### src/hw/rtl/drms_pkg.sv
// Shared types and constants for the dual motor ramp sequencer.
// No dependencies; the front end, back end, top level and testbench import this package.
package drms_pkg;

	// Configuration port geometry and register indexes
	localparam int unsigned ADDR_W = 3;
	localparam logic REG_PWM_PERIOD = 1'b0;
	localparam logic REG_FLOOR_POWER = 1'b1;

	localparam logic [11:0] PWM_PERIOD_RESET = 12'd200;
	localparam logic [6:0] FLOOR_POWER_RESET = 7'd25;
	localparam logic [6:0] FULL_POWER = 7'd100;

	// Framing and command bytes
	localparam logic [7:0] BYTE_OPEN = 8'h01;
	localparam logic [7:0] BYTE_CLOSE = 8'h04;
	localparam logic [7:0] BYTE_FWD = 8'hF0;
	localparam logic [7:0] BYTE_RIGHT = 8'hF1;
	localparam logic [7:0] BYTE_LEFT = 8'hF2;
	localparam logic [7:0] BYTE_STOP = 8'hF3;

	// Division by 100 as a multiply by a rounded-up reciprocal: exact for products below 2^20
	localparam int unsigned DIV_SHIFT = 27;
	localparam logic [20:0] DIV_RECIP = 21'd1342178;

	typedef enum logic [2:0] {
		OP_NOP,
		OP_TICK,
		OP_FWD,
		OP_RIGHT,
		OP_LEFT,
		OP_STOP
	} drms_op_t;

	typedef struct packed {
		logic       cmd;
		logic [7:0] rx_byte;
	} drms_item_t;

	typedef struct packed {
		logic [11:0] left_duty;
		logic [11:0] right_duty;
		logic        left_forward;
		logic        right_forward;
		logic        busy_res;
		logic        dropped;
	} drms_result_t;

	typedef struct packed {
		logic [1:0] inflight;
	} drms_back_status_t;

endpackage

### src/hw/rtl/drms_fifo.sv
// Small first-word-fall-through queue built from registers.
// Depends only on its parameters; used for the command and result queues.
module drms_fifo #(
	parameter int unsigned WIDTH = 8,
	parameter int unsigned DEPTH = 4
) (
	input  logic                           clk,
	input  logic                           arst_n,
	input  logic                           push,
	input  logic [WIDTH-1:0]               wdata,
	input  logic                           pop,
	output logic [WIDTH-1:0]               rdata,
	output logic                           full,
	output logic                           empty,
	output logic [$clog2(DEPTH+1)-1:0]     count
);

	localparam int unsigned PW = (DEPTH > 1) ? $clog2(DEPTH) : 1;
	localparam int unsigned CW = $clog2(DEPTH+1);

	logic [WIDTH-1:0] mem_q [DEPTH];
	logic [PW-1:0] wptr_q, rptr_q;
	logic [CW-1:0] count_q;
	logic do_push, do_pop;

	assign full = (count_q == CW'(DEPTH));
	assign empty = (count_q == '0);
	assign count = count_q;
	assign rdata = mem_q[rptr_q];
	assign do_push = push && !full;
	assign do_pop = pop && !empty;

	function automatic logic [PW-1:0] next_ptr(input logic [PW-1:0] p);
		if (p == PW'(DEPTH - 1)) begin
			return '0;
		end
		return p + PW'(1);
	endfunction

	always_ff @(posedge clk) begin
		if (do_push) begin
			mem_q[wptr_q] <= wdata;
		end
	end

	always_ff @(posedge clk or negedge arst_n) begin
		if (!arst_n) begin
			wptr_q <= '0;
			rptr_q <= '0;
			count_q <= '0;
		end else begin
			if (do_push) begin
				wptr_q <= next_ptr(wptr_q);
			end
			if (do_pop) begin
				rptr_q <= next_ptr(rptr_q);
			end
			if (do_push && !do_pop) begin
				count_q <= count_q + CW'(1);
			end else if (do_pop && !do_push) begin
				count_q <= count_q - CW'(1);
			end
		end
	end

endmodule

### src/hw/rtl/drms_front.sv
// Front end: frames received bytes into messages and turns each item into an operation.
// Depends on drms_pkg and drms_fifo (the operation queue towards the back end).
module drms_front
	import drms_pkg::*;
#(
	parameter int unsigned OP_DEPTH = 4
) (
	input  logic       clk,
	input  logic       arst_n,
	input  logic       push,
	output logic       full,
	input  drms_item_t cmd_item,
	input  logic       op_pop,
	output drms_op_t   op,
	output logic       op_empty
);

	logic in_message_q;
	logic accept;
	drms_op_t op_class;
	logic [2:0] op_bits;
	logic [$clog2(OP_DEPTH+1)-1:0] op_count;

	assign accept = push && !full;

	// Framing runs independently of the motor sequence, so it lives here.
	always_comb begin
		op_class = OP_NOP;
		if (cmd_item.cmd) begin
			op_class = OP_TICK;
		end else if (in_message_q) begin
			case (cmd_item.rx_byte)
				BYTE_FWD: op_class = OP_FWD;
				BYTE_RIGHT: op_class = OP_RIGHT;
				BYTE_LEFT: op_class = OP_LEFT;
				BYTE_STOP: op_class = OP_STOP;
				default: op_class = OP_NOP;
			endcase
		end
	end

	always_ff @(posedge clk or negedge arst_n) begin
		if (!arst_n) begin
			in_message_q <= 1'b0;
		end else if (accept && !cmd_item.cmd) begin
			if (!in_message_q && cmd_item.rx_byte == BYTE_OPEN) begin
				in_message_q <= 1'b1;
			end else if (in_message_q && cmd_item.rx_byte == BYTE_CLOSE) begin
				in_message_q <= 1'b0;
			end
		end
	end

	drms_fifo #(
		.WIDTH(3),
		.DEPTH(OP_DEPTH)
	) u_op_fifo (
		.clk(clk),
		.arst_n(arst_n),
		.push(push),
		.wdata(op_class),
		.pop(op_pop),
		.rdata(op_bits),
		.full(full),
		.empty(op_empty),
		.count(op_count)
	);

	assign op = drms_op_t'(op_bits);

	// The queue occupancy is not needed beyond full and empty.
	logic unused_count;
	assign unused_count = ^op_count;

endmodule

### src/hw/rtl/drms_back.sv
// Back end: runs the stop / lift / ramp sequence and converts powers into duty counts.
// Depends on drms_pkg; fed from the front end's operation queue.
module drms_back
	import drms_pkg::*;
(
	input  logic              clk,
	input  logic              arst_n,
	input  logic [11:0]       pwm_period,
	input  logic [6:0]        floor_power,
	input  drms_op_t          op,
	input  logic              op_empty,
	input  logic              go,
	output logic              op_pop,
	output drms_back_status_t status,
	output logic              res_valid,
	output drms_result_t      res
);

	typedef enum logic [1:0] {
		PH_IDLE,
		PH_STOP,
		PH_LIFT,
		PH_RAMP
	} phase_t;

	phase_t phase_q, phase_d;
	logic [6:0] lpow_q, rpow_q, lpow_d, rpow_d;
	logic ldir_q, rdir_q, ldir_d, rdir_d;
	logic [1:0] pend_q, pend_d;
	logic ras_q, ras_d;
	logic busy, drop;

	// Stage 1: updated state
	logic v_s1, ldir_s1, rdir_s1, busy_s1, drop_s1;
	logic [6:0] lpow_s1, rpow_s1;
	logic [11:0] period_s1;
	// Stage 2: power times period
	logic v_s2, ldir_s2, rdir_s2, busy_s2, drop_s2;
	logic [18:0] lprod_s2, rprod_s2;
	logic [11:0] period_s2;
	// Stage 3: quotient by 100
	logic v_s3, ldir_s3, rdir_s3, busy_s3, drop_s3;
	logic [12:0] lq_s3, rq_s3;
	logic [11:0] period_s3;

	logic [39:0] lrecip, rrecip;

	assign op_pop = !op_empty && go;
	assign busy = (phase_q != PH_IDLE);

	always_comb begin
		phase_d = phase_q;
		lpow_d = lpow_q;
		rpow_d = rpow_q;
		ldir_d = ldir_q;
		rdir_d = rdir_q;
		pend_d = pend_q;
		ras_d = ras_q;
		drop = 1'b0;
		if (op == OP_TICK) begin
			case (phase_q)
				PH_STOP: begin
					if (lpow_q > floor_power || rpow_q > floor_power) begin
						if (lpow_q > floor_power) lpow_d = lpow_q - 7'd1;
						if (rpow_q > floor_power) rpow_d = rpow_q - 7'd1;
					end else begin
						lpow_d = '0;
						rpow_d = '0;
						phase_d = ras_q ? PH_LIFT : PH_IDLE;
					end
				end
				PH_LIFT: begin
					if (ras_q) begin
						ldir_d = pend_q[1];
						rdir_d = pend_q[0];
						ras_d = 1'b0;
					end
					if (lpow_q < floor_power || rpow_q < floor_power) begin
						lpow_d = floor_power;
						rpow_d = floor_power;
					end
					phase_d = PH_RAMP;
				end
				PH_RAMP: begin
					if (lpow_q < FULL_POWER) lpow_d = lpow_q + 7'd1;
					if (rpow_q < FULL_POWER) rpow_d = rpow_q + 7'd1;
					if (lpow_d >= FULL_POWER && rpow_d >= FULL_POWER) phase_d = PH_IDLE;
				end
				default: phase_d = PH_IDLE;
			endcase
		end else if (op inside {OP_FWD, OP_RIGHT, OP_LEFT, OP_STOP}) begin
			if (busy) begin
				drop = 1'b1;
			end else begin
				case (op)
					OP_FWD: begin
						ldir_d = 1'b1;
						rdir_d = 1'b1;
						ras_d = 1'b0;
						phase_d = PH_LIFT;
					end
					OP_STOP: begin
						ras_d = 1'b0;
						phase_d = PH_STOP;
					end
					default: begin
						pend_d = (op == OP_RIGHT) ? 2'b10 : 2'b01;
						ras_d = 1'b1;
						phase_d = PH_STOP;
					end
				endcase
			end
		end
	end

	always_ff @(posedge clk or negedge arst_n) begin
		if (!arst_n) begin
			phase_q <= PH_IDLE;
			lpow_q <= '0;
			rpow_q <= '0;
			ldir_q <= 1'b1;
			rdir_q <= 1'b1;
			pend_q <= '0;
			ras_q <= 1'b0;
		end else if (op_pop) begin
			phase_q <= phase_d;
			lpow_q <= lpow_d;
			rpow_q <= rpow_d;
			ldir_q <= ldir_d;
			rdir_q <= rdir_d;
			pend_q <= pend_d;
			ras_q <= ras_d;
		end
	end

	always_ff @(posedge clk or negedge arst_n) begin
		if (!arst_n) begin
			v_s1 <= 1'b0;
			v_s2 <= 1'b0;
			v_s3 <= 1'b0;
		end else begin
			v_s1 <= op_pop;
			v_s2 <= v_s1;
			v_s3 <= v_s2;
		end
	end

	assign lrecip = {21'd0, lprod_s2} * {19'd0, DIV_RECIP};
	assign rrecip = {21'd0, rprod_s2} * {19'd0, DIV_RECIP};

	always_ff @(posedge clk) begin
		lpow_s1 <= lpow_d;
		rpow_s1 <= rpow_d;
		ldir_s1 <= ldir_d;
		rdir_s1 <= rdir_d;
		busy_s1 <= (phase_d != PH_IDLE);
		drop_s1 <= drop;
		period_s1 <= pwm_period;

		lprod_s2 <= {12'd0, lpow_s1} * {7'd0, period_s1};
		rprod_s2 <= {12'd0, rpow_s1} * {7'd0, period_s1};
		ldir_s2 <= ldir_s1;
		rdir_s2 <= rdir_s1;
		busy_s2 <= busy_s1;
		drop_s2 <= drop_s1;
		period_s2 <= period_s1;

		lq_s3 <= lrecip[DIV_SHIFT +: 13];
		rq_s3 <= rrecip[DIV_SHIFT +: 13];
		ldir_s3 <= ldir_s2;
		rdir_s3 <= rdir_s2;
		busy_s3 <= busy_s2;
		drop_s3 <= drop_s2;
		period_s3 <= period_s2;
	end

	function automatic logic [11:0] duty_of(input logic [12:0] q, input logic [11:0] period,
			input logic fwd);
		logic [11:0] d;
		d = (q > {1'b0, period}) ? period : q[11:0];
		return fwd ? (period - d) : d;
	endfunction

	assign res_valid = v_s3;
	assign res.left_duty = duty_of(lq_s3, period_s3, ldir_s3);
	assign res.right_duty = duty_of(rq_s3, period_s3, rdir_s3);
	assign res.left_forward = ldir_s3;
	assign res.right_forward = rdir_s3;
	assign res.busy_res = busy_s3;
	assign res.dropped = drop_s3;

	assign status.inflight = {1'b0, v_s1} + {1'b0, v_s2} + {1'b0, v_s3};

endmodule

### src/hw/rtl/dual_motor_ramp_sequencer.sv
// Top level of the dual motor ramp sequencer: configuration registers, front end,
// back end and result queue. Depends on drms_pkg, drms_front, drms_back and drms_fifo.
//
// How the block is used:
// Items (a received serial byte, or a one millisecond tick) are pushed into the
// command side with push while full is low. Every item, byte or tick, gives
// exactly one result: both duty counts (inverted when that wheel runs forward),
// both direction bits, the busy flag and a flag that says a command byte was
// dropped because a sequence was still running. Results come out in order on
// the result side; the oldest is shown while empty is low and leaves with pop.
// An accepted item passes through the command queue, then three back end stages
// (sequence update, power times period, division by 100), then the result queue.
// One item is accepted and one result delivered per cycle, sustained while the
// receiver keeps popping; the sequence state update is the only loop, with its next
// state formed combinationally and registered on each accepted operation.
// When the receiver stalls, the back end keeps taking commands only while the
// result queue still has room for every request in flight; once that credit is
// used up the command queue fills and full rises. Nothing is ever lost.
// Reset clears both queues, leaves the block outside a message, idle, with zero power
// and both wheels forward; pwm_period returns to 200 and floor_power to 25. Users must
// write configuration over the APB port only while the block is idle (unenforced).
module dual_motor_ramp_sequencer
	import drms_pkg::*;
#(
	parameter int unsigned CMD_DEPTH = 4,
	parameter int unsigned RES_DEPTH = 8
) (
	input  logic               clk,
	input  logic               arst_n,
	input  logic               psel,
	input  logic               penable,
	input  logic               pwrite,
	input  logic [ADDR_W-1:0]  paddr,
	input  logic [31:0]        pwdata,
	output logic [31:0]        prdata,
	output logic               pready,
	input  logic               push,
	output logic               full,
	input  drms_item_t         cmd_item,
	output logic               empty,
	input  logic               pop,
	output drms_result_t       result
);

	localparam int unsigned CW = $clog2(RES_DEPTH+1);
	localparam int unsigned SW = CW + 1;

	logic [11:0] pwm_period_q;
	logic [6:0] floor_power_q;
	logic cfg_write;

	drms_op_t op;
	logic op_empty, op_pop;
	drms_back_status_t back_status;
	logic res_valid;
	drms_result_t res;
	logic [CW-1:0] res_count;
	logic res_full;
	logic [SW-1:0] reserved;
	logic go;

	// Configuration registers. The register index is the word address bit;
	// the low address bits select bytes within a word and are not decoded.
	assign pready = 1'b1;
	assign cfg_write = psel && penable && pwrite && pready;

	always_ff @(posedge clk or negedge arst_n) begin
		if (!arst_n) begin
			pwm_period_q <= PWM_PERIOD_RESET;
			floor_power_q <= FLOOR_POWER_RESET;
		end else if (cfg_write) begin
			case (paddr[2])
				REG_PWM_PERIOD: pwm_period_q <= pwdata[11:0];
				REG_FLOOR_POWER: floor_power_q <= pwdata[6:0];
				default: ;
			endcase
		end
	end

	always_comb begin
		case (paddr[2])
			REG_PWM_PERIOD: prdata = {20'd0, pwm_period_q};
			REG_FLOOR_POWER: prdata = {25'd0, floor_power_q};
			default: prdata = '0;
		endcase
	end

	// Front end: framing and classification into the operation queue.
	drms_front #(
		.OP_DEPTH(CMD_DEPTH)
	) u_front (
		.clk(clk),
		.arst_n(arst_n),
		.push(push),
		.full(full),
		.cmd_item(cmd_item),
		.op_pop(op_pop),
		.op(op),
		.op_empty(op_empty)
	);

	// Credit check: a command only enters the back end when the result queue
	// can take it together with every request already in the pipeline.
	assign reserved = SW'(res_count) + SW'(back_status.inflight);
	assign go = (reserved < SW'(RES_DEPTH));

	drms_back u_back (
		.clk(clk),
		.arst_n(arst_n),
		.pwm_period(pwm_period_q),
		.floor_power(floor_power_q),
		.op(op),
		.op_empty(op_empty),
		.go(go),
		.op_pop(op_pop),
		.status(back_status),
		.res_valid(res_valid),
		.res(res)
	);

	// Result queue decouples the back end from a stalling receiver.
	drms_fifo #(
		.WIDTH($bits(drms_result_t)),
		.DEPTH(RES_DEPTH)
	) u_res_fifo (
		.clk(clk),
		.arst_n(arst_n),
		.push(res_valid),
		.wdata(res),
		.pop(pop),
		.rdata(result),
		.full(res_full),
		.empty(empty),
		.count(res_count)
	);

	// A result arriving from the back end must always find room.
	a_no_res_overflow: assert property (@(posedge clk) disable iff (!arst_n)
		res_valid |-> !res_full)
		else $error("result queue overflow");

	// Credit accounting never promises more room than the result queue has.
	a_credit_bound: assert property (@(posedge clk) disable iff (!arst_n)
		reserved <= SW'(RES_DEPTH))
		else $error("result credit exceeded");

	// A dropped command leaves the running sequence untouched, so busy stays set.
	a_drop_implies_busy: assert property (@(posedge clk) disable iff (!arst_n)
		(!empty && result.dropped) |-> result.busy_res)
		else $error("dropped result without busy");

	// The back end only draws commands that are present and covered by credit.
	a_pop_has_credit: assert property (@(posedge clk) disable iff (!arst_n)
		op_pop |-> (!op_empty && reserved < SW'(RES_DEPTH)))
		else $error("back end popped without credit");

endmodule

### config.mk
export PLATFORM = sky130hd
export DESIGN_NAME = dual_motor_ramp_sequencer
export DESIGN_NICKNAME = d
export VERILOG_FILES = /design/src/hw/rtl/drms_pkg.sv /design/src/hw/rtl/drms_fifo.sv /design/src/hw/rtl/drms_front.sv /design/src/hw/rtl/drms_back.sv /design/src/hw/rtl/dual_motor_ramp_sequencer.sv
export SDC_FILE = /design/constraint.sdc
export NUM_CORES = 2
export LEC_CHECK = 0
export ABC_CLOCK_PERIOD_IN_PS = 7500
export BUFFER_PORTS_ARGS = -buffer_cell sky130_fd_sc_hd__buf_2
export CAP_MARGIN = 20
export CORE_MARGIN = 2
export CORE_UTILIZATION = 64
export DETAILED_ROUTE_END_ITERATION = 10
export PLACE_DENSITY = 0.82
export SETUP_SLACK_MARGIN = 0.05
export SLEW_MARGIN = 20
export SYNTH_ARGS = -nofsm -noshare
export SYNTH_HDL_FRONTEND = slang
export SYNTH_SLANG_ARGS = --single-unit
### constraint.sdc
create_clock -name clk -period 7.5 [get_ports clk]
set_clock_uncertainty 0.05 [all_clocks]
set_input_delay 0 -clock clk [delete_from_list [all_inputs] [get_ports clk]]
set_output_delay 0 -clock clk [all_outputs]
set_load 0.05 [all_outputs]
Word level (Yosys, flattened, before mapping)
Memories as Yosys holds them, arrays and structs flattened.
Cells that the tools add are included.

storage, ports and cells
  bits in writable memories = 236
  output and inout port bits = 63
  register bits = 187
  memories kept = 2
  logic and storage cells = 221

memories
  name                     depth  bits a word  read ports  clocked after memory_dff  wr ports  line             RTL
  u_res_fifo.mem_q         8      28           1           0                         1         drms_fifo.sv:21  logic [WIDTH-1:0] mem_q [DEPTH];
  u_front.u_op_fifo.mem_q  4      3            1           0                         1         drms_fifo.sv:21

operators by class
  magnitude comparators = 11
  equal/unequal tests = 22
  add/subtract/negate cells = 17
  multiplexer cells = 77
  multipliers = 4
  reduce and logical (&&, ||, !) cells = 43
  bitwise gates (word level) = 5

operator list
  cell                      count
  $mux W7                   14
  $mul A19 B20 Y39 const B  2
  $pmux W32 S2              1
  $mux W12                  4
  $pmux W7 S3               2
  $mul A7 B12 Y19           2
  $eq A8 B8 Y1 const B      4
  $mux W1                   32
  $gt A13 B12 Y1            2
  $mux W2                   12
  $mux W3                   8
  $sub A12 B12 Y12          2
  $eq A3 B3 Y1 const B      5
  $logic_and A1 B1 Y1       15
  $add A7 B1 Y7 const B     2
  $ge A7 B7 Y1 const B      2
  $gt A7 B7 Y1              2
  $lt A7 B7 Y1              2
  $lt A7 B7 Y1 const B      2
  $sub A7 B1 Y7 const B     2
  $pmux W3 S4               1
  $reduce_bool A2 Y1        6
  $logic_not A1 Y1          10
  $add A3 B1 Y3 const B     3
  other kinds (27)          42

Longest topological paths before layout
  depth in word-level cells = 10
  depth in mapped cells = 22
  gate-level depth less buffers = 22

Hierarchy
Synthesis repeated with hierarchy kept, for this count alone.

second synthesis, totals
  cells, all modules = 3167
  area, all modules = 35577.9 um^2

by module, submodules not included
  module                         cells an instance  area each (um^2)  instances
  drms_back                      2630               24293.3           1
  drms_fifo (u_res_fifo)         390                9176.3            1
  dual_motor_ramp_sequencer      80                 1088.5            1
  drms_fifo (u_front.u_op_fifo)  52                 898.4             1
  drms_front                     15                 121.4             1

Worst setup path before layout
OpenSTA, ideal clock, no wires.

  path type = register -> register
  start = reg u_back.rprod_s2[2]
  end = reg u_back.rq_s3[12]
  required time = 7.328 ns
  clock period less this slack = 5.666 ns
  path slack = 1.834 ns
  stages on the path, launching flop included = 21
  setup time = 0.122 ns
  data arrival time = 5.494 ns
  cell sequence = dfxtp_1 > fa_1 > fa_1 > inv_1 > fa_1 > inv_1 > fa_1 > fa_1 > inv_1 > fa_1 > inv_1 > ha_1 > a21oi_1 > nor2_1 > a2111o_1 > o211ai_1 > and3_4 > a21oi_4 > a31oi_4 > nor2_1 > a311o_1

on the way
  longest elaborated chain between the ends = 1

RTL lines
  element                   line              RTL
  start: declaration        drms_back.sv:39   logic [18:0] lprod_s2, rprod_s2;
  start signal: assignment  drms_back.sv:161  rprod_s2 <= {12'd0, rpow_s1} * {7'd0, period_s1};
  $mul A19 B20 Y39          drms_back.sv:149  assign rrecip = {21'd0, rprod_s2} * {19'd0, DIV_RECIP};
  via u_back.rrecip[39]     drms_back.sv:46   logic [39:0] lrecip, rrecip;
  end signal: assignment    drms_back.sv:169  rq_s3 <= rrecip[DIV_SHIFT +: 13];
  end: declaration          drms_back.sv:43   logic [12:0] lq_s3, rq_s3;

The timed path passes the listed nets, and every way through them passes these cells.
A chain may end at the register's enable or synchronous reset.

Worst setup path after layout
Same ends and word-level chain as after synthesis.

==> run metrics <==
status complete, no violations; Yosys top cell by area edfxtp_1; post-CTS setup buffer count 0; CTS clk-pin slew, worst paths 0.06 ns; post-layout min period 6.29 ns; RSZ-0062 raised after global routing no; f_max 159 MHz; I/O Pins 114; Vias/cell 5.76; HPWL Detailed 57.9 mm; area growth from synthesis to layout 7.84%; Async SR Flop Fraction 14.4%; CP Data Arrival Time 6.71 ns; Clock Sinks 423; Num CTS Buffers 46; layout cells sized above 1 9.98%; Initial Utilization 64.4%; worst-skew pair later-pin latency 0.58 ns; CP required 7.92 ns; final wirelength 76.6 mm; H-tree levels 2; fin nets 4119; post-synth cell types 98; register area share after synthesis 31.6%; core box area 54800 sq um; Setup crit end kind flip-flop; Filler cells 3799; Die Span Y 239 um; EDFF count, synth 236; Chip Width 239 um; vias in the first global route 25300; Yosys warning total 0; input/output buffers 70; CTS root buffer clkbuf_16; largest net degree at the start of global routing 62; Critical Path Start Type flip-flop; initial antenna violation count 2; CTS tree yes; CTS resizes 0; Die ar. 57000 sq um; Hold-fix buffers, CTS 26; ANT nets after route 0; Worst slew margin 23.3%; GRT Total Usage 28.2%; row count 86; Final TNS setup 0 ns; vias 22900; Remaining DRCs 0; wire per inst 19.2 um; synth top area cells edfxtp_1 (20%), fa_1 (20%), ha_1 (17%); critical path fanouts, max 8; top_reg_cell synth edfxtp_1; total grt overflow 0; GP Congestion 0.962; Setup CP Type flip-flop to flip-flop; global-route wire length before repair 127 mm; maxcap violations 0; final hold violation count 0; Tightest Pin Transition 1.14 ns; share of the synthesized area in the top cell type 20.1%; diodes inserted 0; max-slew violation count 0; average size of a mapped cell 11.2 sq um; HP Class input pin to async pin; Pre-antenna DRT Iters 5; synthesized area 35300 sq um; 1st-iter DRT viols 1549; Final setup viols 0; Gate Count Post-Synth 3158; final worst path period share 83.9%; Synth Register Bits 423; Longest Clk Path Bufs 3
-- per-layer routing --
metal | GRT usage, % | wire [um] | up-vias
li1 | - | - | 10700
met1 | 35.8 | 31600 | 11500
met2 | 50.2 | 39000 | 666
met3 | 3.67 | 3850 | 149
met4 | 8.77 | 2100 | 2
met5 | 0 | 13 | -
-- placed cells by master (no fill, tap or decap), drive strengths merged, types with 6 or more instances in the layout --
cell type / Yosys / layout
inv: 648 / 653
ha: 476 / 476
fa: 353 / 353
edfxtp: 236 / 236
nand2: 205 / 205
dfxtp: 126 / 126
nor2: 103 / 103
a21oi: 102 / 102
o21ai: 84 / 84
buf: 36 / 84
mux2: 60 / 60
and2: 60 / 60
mux4: 59 / 59
xnor2: 53 / 53
dfrtp: 53 / 53
clkbuf: 60 / 53
nor3: 43 / 43
nand3: 41 / 41
a21o: 29 / 29
mux2i: 28 / 28
nor2b: 26 / 26
dlygate4sd3: 0 / 26
xor2: 25 / 25
nand4: 24 / 24
conb: 2 / 21
nand2b: 21 / 21
o21a: 20 / 20
clkinv: 0 / 18
o21bai: 13 / 13
a31oi: 9 / 9
or3: 9 / 9
a211oi: 9 / 9
dfstp: 8 / 8
and3: 8 / 8
o31ai: 8 / 8
o211ai: 7 / 7
nor4: 6 / 6
or2: 6 / 6
o221ai: 6 / 6
-- critical path, cell delays in order (launching register included) --
cell,delay (ns)
dfxtp_1,0.56
fa_1,0.55
fa_1,0.54
inv_1,0.05
fa_1,0.48
inv_1,0.06
fa_1,0.50
fa_1,0.56
inv_1,0.05
fa_1,0.47
inv_1,0.04
ha_1,0.28
a21oi_1,0.13
nor2_1,0.06
a2111o_1,0.39
o211ai_1,0.34
and3_4,0.27
a21oi_4,0.06
a31oi_4,0.29
nor2_1,0.11
a311o_1,0.33
-- cell families (layout without fill, tap and decap cells) --
| logic type | Yosys count | count (layout) | synth area share (%) |
|---|---|---|---|
| mux | 147 | 147 | 6.48 |
| other cells | 2 | 21 | 0.0213 |
| xor+xnor | 78 | 78 | 1.94 |
| simple gates | 573 | 573 | 7.88 |
| flops | 423 | 423 | 31.6 |
| compound gates | 362 | 362 | 6.96 |
| buf+inv | 744 | 843 | 8.19 |
| fa+ha+maj | 829 | 829 | 36.9 |
-- path summary, 6_finish.rpt --
kind	from	end	slack, ns	depth (start not counted)
setup / recovery	u_back.rprod_s2[2]	u_back.rq_s3[12]	1.21	20
max in group asynchronous	arst_n	u_res_fifo.rptr_q[0]	6.63	3
setup reg to reg	u_back.rprod_s2[2]	u_back.rq_s3[12]	1.21	20
hold reg to reg	u_back.period_s2[4]	u_back.period_s3[4]	0.24	0
min in group clk	pwdata[7]	pwm_period_q[7]	0.14	3
hold / removal	arst_n	u_front.u_op_fifo.count[2]	0.11	3
-- flip-flops by register name, summed over array words and instances (netlist names), 3 cells and up --
signal and cells:
u_back.lpow_q 7, u_back.period_s3 12, u_back.rprod_s2 19, pwm_period_q 12
u_res_fifo.count 4, u_back.lpow_s1 7, u_back.rpow_s1 7, u_back.lprod_s2 19
u_back.period_s2 12, u_front.u_op_fifo.mem_q 12, u_front.u_op_fifo.count 3, u_back.rpow_q 7
floor_power_q 7, u_back.lq_s3 13, u_res_fifo.mem_q 224, u_back.period_s1 12
u_res_fifo.rptr_q 3, u_res_fifo.wptr_q 3, u_back.rq_s3 13
-- through the flow --
| step | cells | hold WS, ns | worst slack, ns | area, sq um | utilization [%] |
|---|---|---|---|---|---|
| after floorplan | 3177 | -0.346 | 1.83 | 35300 | - |
| after global placement | 3869 | 0.185 | 1.32 | 36200 | 66.2 |
| after detailed placement | 3869 | 0.189 | 1.23 | 36200 | 66.2 |
| after CTS | 3980 | 0.101 | 1.19 | 38000 | 69.4 |
| after global routing | 3980 | 0.145 | 0.873 | 38000 | 69.4 |
| final | 3980 | 0.112 | 1.21 | 38000 | 69.4 |
-- Yosys cell counts, types with 6 or more instances --
cell      number
and2_1        59
mux2i_1       28
edfxtp_1     236
or3_1          8
nand3_1       41
nand4_1       24
nand2b_1      20
xnor2_1       53
xor2_1        25
nand2_1      205
o211ai_1       7
mux2_2        60
o31ai_1        7
dfstp_2        8
o21bai_1      12
nor4_1         6
a21oi_1       97
buf_4         23
fa_1         353
o21ai_0       77
dfrtp_1       53
o21a_1        19
and3_1         7
o21ai_1        6
buf_2          8
clkbuf_1      60
inv_1        648
nor2b_1       26
nor3_1        41
a31oi_1        8
or2_2          6
mux4_2        59
a21o_1        29
dfxtp_1      126
o221ai_1       6
a211oi_1       8
nor2_1       102
ha_1         476
-- cell type report --
| type | count | area [sq um] | share of cell area [%] |
|---|---|---|---|
| Multi-Input combinational cell | 2010 | 21300 | 56.1 |
| Sequential cell | 423 | 11200 | 29.3 |
| Inverter | 648 | 2430 | 6.40 |
| Clock buffer | 53 | 1180 | 3.10 |
| Tap cell | 704 | 881 | 2.32 |
| Timing Repair Buffer | 110 | 716 | 1.88 |
| Clock inverter | 32 | 342 | 0.898 |
Power is left out: the tool's default activity adds up to more than one toggle a clock period on the data nets, which glitch-free logic cannot reach.
